### config.mk
export PLATFORM = sky130hd
export DESIGN_NAME = camera_frame_receiver_crc8_top
export DESIGN_NICKNAME = d
export VERILOG_FILES = /design/src/cfrc8_pkg.sv /design/src/camera_frame_receiver_crc8_top.sv
export SDC_FILE = /design/constraint.sdc
export NUM_CORES = 1
export LEC_CHECK = 0
export ABC_CLOCK_PERIOD_IN_PS = 3500
export BUFFER_PORTS_ARGS = -buffer_cell sky130_fd_sc_hd__buf_4
export CORE_MARGIN = 5
export CORE_UTILIZATION = 43
export CTS_CLUSTER_SIZE = 24
export DETAILED_ROUTE_END_ITERATION = 10
export RECOVER_POWER = 100
export SYNTH_ARGS = -nofsm -noshare
export SYNTH_HDL_FRONTEND = slang
export SYNTH_SLANG_ARGS = --single-unit
### constraint.sdc
create_clock -name clock -period 3.5 [get_ports clock]
set_input_delay 0.7 -clock clock [delete_from_list [all_inputs] [get_ports clock]]
set_output_delay 0.7 -clock clock [all_outputs]
set_load 0.05 [all_outputs]
### src/cfrc8_pkg.sv
package cfrc8_pkg;

   // Framing and check constants.
   localparam logic [7:0] START_BYTE = 8'hFF;
   localparam logic [7:0] CRC_POLY   = 8'h31;
   localparam logic [7:0] CRC_INIT   = 8'hFF;
   localparam int         PAYLOAD_LEN = 4;
   localparam int         STORE_IDX_W = $clog2(PAYLOAD_LEN);

   // Frame phase codes.
   localparam logic [2:0] PHASE_HUNT  = 3'd0;
   localparam logic [2:0] PHASE_PAY0  = 3'd1;
   localparam logic [2:0] PHASE_PAY3  = 3'd4;
   localparam logic [2:0] PHASE_CHECK = 3'd5;

   // Angle wrap limits in degrees.
   localparam logic [9:0] ANGLE_HALF = 10'd180;
   localparam logic [9:0] ANGLE_FULL = 10'd360;

   typedef logic [7:0]        byte_type;
   typedef logic signed [8:0] angle_type;

   // One byte of CRC-8, MSB first, no reflection.
   function automatic byte_type crc8_step(input byte_type crc, input byte_type data);
      byte_type c;
      c = crc ^ data;
      for (int k = 0; k < 8; k++) begin
         if (c[7]) begin
            c = {c[6:0], 1'b0} ^ CRC_POLY;
         end else begin
            c = {c[6:0], 1'b0};
         end
      end
      return c;
   endfunction

   // Twice the byte, folded into -179..180 by one subtraction of 360.
   function automatic angle_type wrap_angle(input byte_type b);
      logic [9:0] v;
      v = {1'b0, b, 1'b0};
      if (v > ANGLE_HALF) begin
         v = v - ANGLE_FULL;
      end
      return $signed(v[8:0]);
   endfunction

endpackage

### src/camera_frame_receiver_crc8_top.sv
// Framed packet receiver with a CRC-8 check (polynomial 0x31, start 0xFF).
// Request channel: one received byte per request on req_rx_byte, handshake
// req_valid / req_stall. Bytes other than 0xFF are dropped while hunting for
// a start byte; after it come four payload bytes and one check byte.
// Response channel: one response per check byte, handshake rsp_valid /
// rsp_stall. rsp_frame_ok tells whether the check byte matched; the distance
// and angle outputs carry the held values, updated only on a match.
// A check byte passes through the input register, then the response register.
// Throughput: one byte per cycle unless a check byte is held by a stall;
// the CRC step and phase update for a byte fit in the single logic stage between
// the two registers.
// Reset (synchronous, active high) returns the receiver to hunting, sets
// the CRC to its initial value and clears the held values to zero.
// When the receiver stalls the response channel, the pending response holds;
// payload bytes keep flowing, and a following check byte waits in the input
// register, which then raises req_stall until the response is taken.
module camera_frame_receiver_crc8_top (
   input  logic                 clock,
   input  logic                 reset,
   input  logic                 req_valid,
   output logic                 req_stall,
   input  cfrc8_pkg::byte_type  req_rx_byte,
   output logic                 rsp_valid,
   input  logic                 rsp_stall,
   output logic                 rsp_frame_ok,
   output cfrc8_pkg::byte_type  rsp_dist_blue,
   output cfrc8_pkg::angle_type rsp_angle_blue,
   output cfrc8_pkg::byte_type  rsp_dist_yellow,
   output cfrc8_pkg::angle_type rsp_angle_yellow
);
   import cfrc8_pkg::*;

   logic                   in_valid_ff, in_valid_in;
   byte_type               in_byte_ff, in_byte_in;
   logic [2:0]             phase_ff, phase_in;
   byte_type               crc_ff, crc_in;
   byte_type               store_ff [PAYLOAD_LEN];
   byte_type               held_dist_blue_ff, held_dist_blue_in;
   angle_type              held_angle_blue_ff, held_angle_blue_in;
   byte_type               held_dist_yellow_ff, held_dist_yellow_in;
   angle_type              held_angle_yellow_ff, held_angle_yellow_in;
   logic                   rsp_valid_ff, rsp_valid_in;
   logic                   rsp_frame_ok_ff, rsp_frame_ok_in;
   byte_type               rsp_dist_blue_ff, rsp_dist_blue_in;
   angle_type              rsp_angle_blue_ff, rsp_angle_blue_in;
   byte_type               rsp_dist_yellow_ff, rsp_dist_yellow_in;
   angle_type              rsp_angle_yellow_ff, rsp_angle_yellow_in;

   logic                   out_free;
   logic                   is_payload;
   logic                   is_check;
   logic                   proc_go;
   logic                   emit;
   logic                   match;
   logic [2:0]             phase_off;
   logic [STORE_IDX_W-1:0] store_idx;

   // Phase decode and the stage-advance condition.
   assign out_free   = !rsp_valid_ff || !rsp_stall;
   assign is_payload = (phase_ff >= PHASE_PAY0) && (phase_ff <= PHASE_PAY3);
   assign is_check   = (phase_ff == PHASE_CHECK);
   assign proc_go    = in_valid_ff && (!is_check || out_free);
   assign emit       = proc_go && is_check;
   assign match      = (in_byte_ff == crc_ff);
   assign phase_off  = phase_ff - PHASE_PAY0;
   assign store_idx  = phase_off[STORE_IDX_W-1:0];
   assign req_stall  = in_valid_ff && !proc_go;

   // Input register takes a new request whenever it is empty or moving on.
   always_comb begin
      in_valid_in = in_valid_ff;
      in_byte_in  = in_byte_ff;
      if (!req_stall) begin
         in_valid_in = req_valid;
         in_byte_in  = req_rx_byte;
      end
   end

   // Phase and running CRC.
   always_comb begin
      phase_in = phase_ff;
      crc_in   = crc_ff;
      if (proc_go) begin
         priority if (is_payload) begin
            phase_in = phase_ff + 3'd1;
            crc_in   = crc8_step(crc_ff, in_byte_ff);
         end else if (is_check) begin
            phase_in = PHASE_HUNT;
            crc_in   = CRC_INIT;
         end else if (in_byte_ff == START_BYTE) begin
            phase_in = PHASE_PAY0;
            crc_in   = CRC_INIT;
         end else begin
            phase_in = PHASE_HUNT;
         end
      end
   end

   // Held values change only on a matching check byte.
   always_comb begin
      held_dist_blue_in    = held_dist_blue_ff;
      held_angle_blue_in   = held_angle_blue_ff;
      held_dist_yellow_in  = held_dist_yellow_ff;
      held_angle_yellow_in = held_angle_yellow_ff;
      if (emit && match) begin
         held_dist_blue_in    = store_ff[0];
         held_angle_blue_in   = wrap_angle(store_ff[1]);
         held_dist_yellow_in  = store_ff[2];
         held_angle_yellow_in = wrap_angle(store_ff[3]);
      end
   end

   // Response register: loaded on a check byte, cleared once taken.
   always_comb begin
      rsp_valid_in        = rsp_valid_ff && !out_free;
      rsp_frame_ok_in     = rsp_frame_ok_ff;
      rsp_dist_blue_in    = rsp_dist_blue_ff;
      rsp_angle_blue_in   = rsp_angle_blue_ff;
      rsp_dist_yellow_in  = rsp_dist_yellow_ff;
      rsp_angle_yellow_in = rsp_angle_yellow_ff;
      if (emit) begin
         rsp_valid_in        = 1'b1;
         rsp_frame_ok_in     = match;
         rsp_dist_blue_in    = held_dist_blue_in;
         rsp_angle_blue_in   = held_angle_blue_in;
         rsp_dist_yellow_in  = held_dist_yellow_in;
         rsp_angle_yellow_in = held_angle_yellow_in;
      end
   end

   // Control registers.
   always_ff @(posedge clock) begin
      if (reset) begin
         in_valid_ff          <= 1'b0;
         phase_ff             <= PHASE_HUNT;
         crc_ff               <= CRC_INIT;
         held_dist_blue_ff    <= '0;
         held_angle_blue_ff   <= '0;
         held_dist_yellow_ff  <= '0;
         held_angle_yellow_ff <= '0;
         rsp_valid_ff         <= 1'b0;
      end else begin
         in_valid_ff          <= in_valid_in;
         phase_ff             <= phase_in;
         crc_ff               <= crc_in;
         held_dist_blue_ff    <= held_dist_blue_in;
         held_angle_blue_ff   <= held_angle_blue_in;
         held_dist_yellow_ff  <= held_dist_yellow_in;
         held_angle_yellow_ff <= held_angle_yellow_in;
         rsp_valid_ff         <= rsp_valid_in;
      end
   end

   // Payload registers.
   always_ff @(posedge clock) begin
      in_byte_ff          <= in_byte_in;
      rsp_frame_ok_ff     <= rsp_frame_ok_in;
      rsp_dist_blue_ff    <= rsp_dist_blue_in;
      rsp_angle_blue_ff   <= rsp_angle_blue_in;
      rsp_dist_yellow_ff  <= rsp_dist_yellow_in;
      rsp_angle_yellow_ff <= rsp_angle_yellow_in;
      if (proc_go && is_payload) begin
         store_ff[store_idx] <= in_byte_ff;
      end
   end

   assign rsp_valid        = rsp_valid_ff;
   assign rsp_frame_ok     = rsp_frame_ok_ff;
   assign rsp_dist_blue    = rsp_dist_blue_ff;
   assign rsp_angle_blue   = rsp_angle_blue_ff;
   assign rsp_dist_yellow  = rsp_dist_yellow_ff;
   assign rsp_angle_yellow = rsp_angle_yellow_ff;

endmodule

After elaboration in Yosys (flattened, before gate mapping) --
Memory sizes are Yosys's and may differ from the RTL's. Index checks and enable logic that the tools add are counted.
Cells by class: $mul 0, add/subtract/negate cells 4, bitwise gates (word level) 9, div/mod/pow operators 0, equal/unequal tests 3, $lt $le $gt $ge 4, muxes and demuxes 37, shift operators 0, reduce and logical (&&, ||, !) cells 16
Operators with widths (number):
- 8-bit 2-to-1 mux | 19
- 6-bit 2-to-1 mux | 8
- 9-bit 2-to-1 mux | 4
- 3-bit inverter | 8
- 9-bit by 8-bit greater-than comparator with 1-bit output (second input constant) | 2
- 9-bit subtractor (second input constant) | 2
- 8-bit equality test | 1
- 8-bit equality test (second input constant) | 1
- 8-bit XOR | 1
- 1-bit logical AND | 7
- 1-bit zero test | 5
- 1-bit 2-to-1 mux | 5
- 3-bit by 1-bit adder with 3-bit output (second input constant) | 1
- 3-bit equality test (second input constant) | 1
- 3-bit by 1-bit >= comparator with 1-bit output (second input constant) | 1
- 3-bit less-or-equal comparator (second input constant) | 1
- 3-bit 2-to-1 mux | 1
- 3-bit nonzero test | 1
- 1-bit logical OR | 2
- 2-bit AND reduction | 1
- 2-bit by 1-bit subtractor with 2-bit output (second input constant) | 1
Word-level totals: memories kept 1, word-level logic and storage cells 88, ROM bits 0, register bits 90, bits in latches 0, RAM bits 32, input port bits 12
Memories:
- store_ff | depth 4, width 8, rd ports 4, clocked after Yosys merged registers in 0, wr ports 1, RTL line camera_frame_receiver_crc8_top.sv:37 | byte_type store_ff [PAYLOAD_LEN];

Depth between registers and ports, before layout --
depth in word-level cells 32, depth in mapped cells 10

Least setup slack after synthesis --
Ideal clock, no wire load.
path kind input port to flip-flop, start input port rsp_stall, end register rsp_angle_blue_ff[1], in the netlist rsp_angle_blue[1] (data pin), library setup time 0.262 ns, data arrival time 2.013 ns, path buffers 2, stages on the path 6, path slack 1.225 ns, required time 3.238 ns, cells stage by stage nand2_1 > nand2b_1 > or4b_1 > buf_4 > buf_6 > mux2_4
Between the ends: cells in the longest elaborated chain, start to end 7
RTL lines:
- from (decl) | RTL line camera_frame_receiver_crc8_top.sv:24 | input logic rsp_stall,
- 1-bit zero test | RTL line camera_frame_receiver_crc8_top.sv:59 | assign out_free = !rsp_valid_ff || !rsp_stall;
- 1-bit logical OR | RTL line camera_frame_receiver_crc8_top.sv:59
- 1-bit logical OR | RTL line camera_frame_receiver_crc8_top.sv:62 | assign proc_go = in_valid_ff && (!is_check || out_free);
- 1-bit logical AND | RTL line camera_frame_receiver_crc8_top.sv:62
- 1-bit logical AND | RTL line camera_frame_receiver_crc8_top.sv:63 | assign emit = proc_go && is_check;
- 1-bit logical AND | RTL line camera_frame_receiver_crc8_top.sv:105 | if (emit && match) begin
- 9-bit 2-to-1 mux | RTL line camera_frame_receiver_crc8_top.sv:105
- named net held_angle_blue_in[1] | RTL line camera_frame_receiver_crc8_top.sv:39 | angle_type held_angle_blue_ff, held_angle_blue_in;
- to (signal assigned) | RTL line camera_frame_receiver_crc8_top.sv:159 | rsp_angle_blue_ff <= rsp_angle_blue_in;
- to (decl) | RTL line camera_frame_receiver_crc8_top.sv:45 | angle_type rsp_angle_blue_ff, rsp_angle_blue_in;
The timed path passes the listed nets, and every way through them passes these cells. A chain may end at the register's enable or synchronous reset.

Worst setup path in the final report --
start register phase_ff[1], end register held_angle_yellow_ff[7]
Between the ends: cells in the longest elaborated chain, start to end 7
RTL lines:
- from (decl) | RTL line camera_frame_receiver_crc8_top.sv:35 | logic [2:0] phase_ff, phase_in;
- from (signal assigned) | RTL line camera_frame_receiver_crc8_top.sv:144 | phase_ff <= phase_in;
- 3-bit equality test (*) | RTL line camera_frame_receiver_crc8_top.sv:61 | assign is_check = (phase_ff == PHASE_CHECK);
- 1-bit zero test | RTL line camera_frame_receiver_crc8_top.sv:62
- 1-bit logical OR | RTL line camera_frame_receiver_crc8_top.sv:62
- 1-bit logical AND | RTL line camera_frame_receiver_crc8_top.sv:62
- 1-bit logical AND (*) | RTL line camera_frame_receiver_crc8_top.sv:63
- 1-bit logical AND (*) | RTL line camera_frame_receiver_crc8_top.sv:105
- 9-bit 2-to-1 mux (*) | RTL line camera_frame_receiver_crc8_top.sv:105
- named net held_angle_yellow_in[7] | RTL line camera_frame_receiver_crc8_top.sv:41 | angle_type held_angle_yellow_ff, held_angle_yellow_in;
- to (signal assigned) | RTL line camera_frame_receiver_crc8_top.sv:149 | held_angle_yellow_ff <= held_angle_yellow_in;
- to (decl) | RTL line camera_frame_receiver_crc8_top.sv:41
Mark *: on every way through the listed nets, which the timed path passes. The rest lies on a longest branch.

==> metrics.csv <==
metric;value;unit
status;finished, final reports clean;
worst min path class;reg -> reg;
setup ws final;0.693;ns
Final min period;2.81;ns
Setup Skew;0.00789;ns
Detail Route Antenna Nets;0;
pre-CTS setup slack;0.919;ns
n_diodes;0;
routed len/inst;15.6;µm
Yosys reg bits;122;
P_leak;2.25;nW
setup TNS;0;ns
Post-CTS Hold Fix Bufs;0;
# Max-Cap Violations;0;
cells after synthesis;379;
Die Ht;118;µm
root buf cell;clkbuf_16;
# DRC;0;
first-pass GRT wire length;15500;µm
Top-Level Pins;49;
Multi-input gate area;1680;µm²
Finished Core Util;0.518;
library cells used by synthesis;52;
CTS max path bufs;2;
Reg clk slew, reported paths;0.06;ns
First-pass DRT Iterations;4;
PostCTS Resize Cnt;0;
mapped cell area;5050;µm²
Sink Count;122;
pwr/cell area;567;nW/µm²
area grow syn2layout;17.8;%
row count;39;
worst skew pair latency;0.40;ns
DR vias/cell;5.14;
peak supply drop;0.387;mV
CP endpoint kind;flip-flop;
core area;11500;µm²
most frequent cell after synthesis;edfxtp_1;
Die Wd;118;µm
period utilization;0.802;
number of global-route vias before repair;3114;
CP Class;reg -> reg;
Slew Limit Fails;0;
Fmax;0.356;GHz
endpoints failing hold;0;
GRT Util Overall;0.140;
htree depth;4;
crit-path max FO;21;
Final Setup Violations;0;
top cell type's share of synthesized area;0.446;
synth cell count leaders;75 x edfxtp_1, 47 x dfxtp_1, 24 x nor2b_1, 20 x nand2_1, 19 x nor2_1;
ys async rst share;0;
post-route non-filler standard cell count;590;
crit start category;flip-flop;
Initial Util;0.440;
RSZ-0062 raised after global routing;false;
CTS tree;yes;
Layout fillers;1003;
nets;457;
Worst slew margin;0.339;
CP required;3.77;ns
number of synthesized flops with an enable pin;75;
layout cells sized above 1;0.123;
ranking of synthesized cells by area;edfxtp_1 45%, dfxtp_1 19%, mux2_4 4.5%, nor2b_1 3.0%, ha_1 2.7%;
CP arrival;3.08;ns
vias;3035;
area leader, netlist;edfxtp_1;
Placed Instances;558;
drt initial violations;141;
die area;14000;µm²
Synth warnings;0;
pin slew with the least headroom to its limit;0.991;ns
remaining global-route overflow;0;
HPWL after DPL;6060;µm
register area;3190;µm²
sequential area share after synthesis;0.633;
I/O Buffers;48;
postcts setup bufs;0;
gpl congestion;0.843;
Main synth FF type;edfxtp_1;
Syn Area/Cell;13.3;µm²
Post-Route WL;9220;µm
pin count of the biggest net entering global routing;47;
initial antenna violation count;0;
CTS buffer count;17;
total nets after synthesis;402;
[critical path, cell delays in order, from the launching register on]
cell	delay [ns]
dfxtp_1	0.34
inv_1	0.11
ha_1	0.24
nand3_1	0.14
nand2b_1	0.22
nor4b_2	0.29
clkbuf_1	0.77
mux2_1	0.43
nor2b_1	0.14
[power by group]
group | internal, mW | switching, mW
combinational | 0.0326 | 0.0345
sequential | 1.52 | 0.0130
clock | 1.14 | 0.626
[kinds of logic after synthesis]
family,count (synthesis),share of synthesized area
buffers and inverters,27,0.0245
XOR/XNOR,21,0.0444
AO/OA/AOI/OAI,66,0.0880
AND/OR/NAND/NOR,105,0.113
flip-flops,122,0.633
multiplexers,27,0.0702
adder cells (fa/ha/maj),11,0.0273
[area by class of cell]
class | count | area share
flip-flops and latches | 122 | 0.537
multi-input cells | 230 | 0.283
clock buffers | 19 | 0.0745
repair buffers | 51 | 0.0400
well taps | 143 | 0.0301
clock inverters | 13 | 0.0280
inverters | 12 | 0.00758
[per-layer routing]
metal  wire length [µm]  vias to the layer above  GRT usage  share of wire
met4                136                        0     0.0703          0.015
met5                  0                        -          0              0
li1                   -                     1488          -              -
met3                344                       12     0.0377          0.037
met2               4420                       70      0.223           0.48
met1               4320                     1465      0.177           0.47
[flip-flops by register name, summed over array words and instances, names as in the netlist, 3 cells and up]
name,cells
store_ff,32
phase_ff,3
held_dist_yellow_ff,8
rsp_angle_yellow,9
held_angle_yellow_ff,9
rsp_angle_blue,9
rsp_dist_yellow,8
in_byte_ff,8
held_angle_blue_ff,9
crc_ff,8
held_dist_blue_ff,8
rsp_dist_blue,8
[worst paths after layout]
path / to / start / slack [ns] / cells after the start
max: held_angle_yellow_ff[7]$_SDFF_PP0_ / phase_ff[1]$_SDFFE_PP0N_ / 0.69 / 8
max reg2reg: held_angle_yellow_ff[7]$_SDFF_PP0_ / phase_ff[1]$_SDFFE_PP0N_ / 0.69 / 8
min reg2reg: held_angle_blue_ff[3]$_SDFF_PP0_ / held_angle_blue_ff[3]$_SDFF_PP0_ / 0.46 / 2
min: held_angle_blue_ff[3]$_SDFF_PP0_ / held_angle_blue_ff[3]$_SDFF_PP0_ / 0.46 / 2
[stage by stage]
| step | area (µm²) | total power, mW | hold WS [ns] |
|---|---|---|---|
| floorplan | 5050 | 1.61 | 0.439 |
| global placement | 5540 | 1.63 | 0.450 |
| detailed placement | 5540 | 1.63 | 0.453 |
| CTS | 6150 | 3.41 | 0.452 |
| global route | 5940 | 3.49 | 0.471 |
| finish | 5940 | 3.37 | 0.459 |
[cells in the final DEF (no fill, tap or decap), types with 12 or more instances in the layout]
master,instances
clkbuf_16,17
xnor2_1,13
inv_1,12
nor2_1,19
edfxtp_1,75
dfxtp_1,47
nor2b_1,24
clkbuf_1,39
a21oi_1,18
mux2_1,17
nand2_1,20
(Power assumes the default switching activity.)
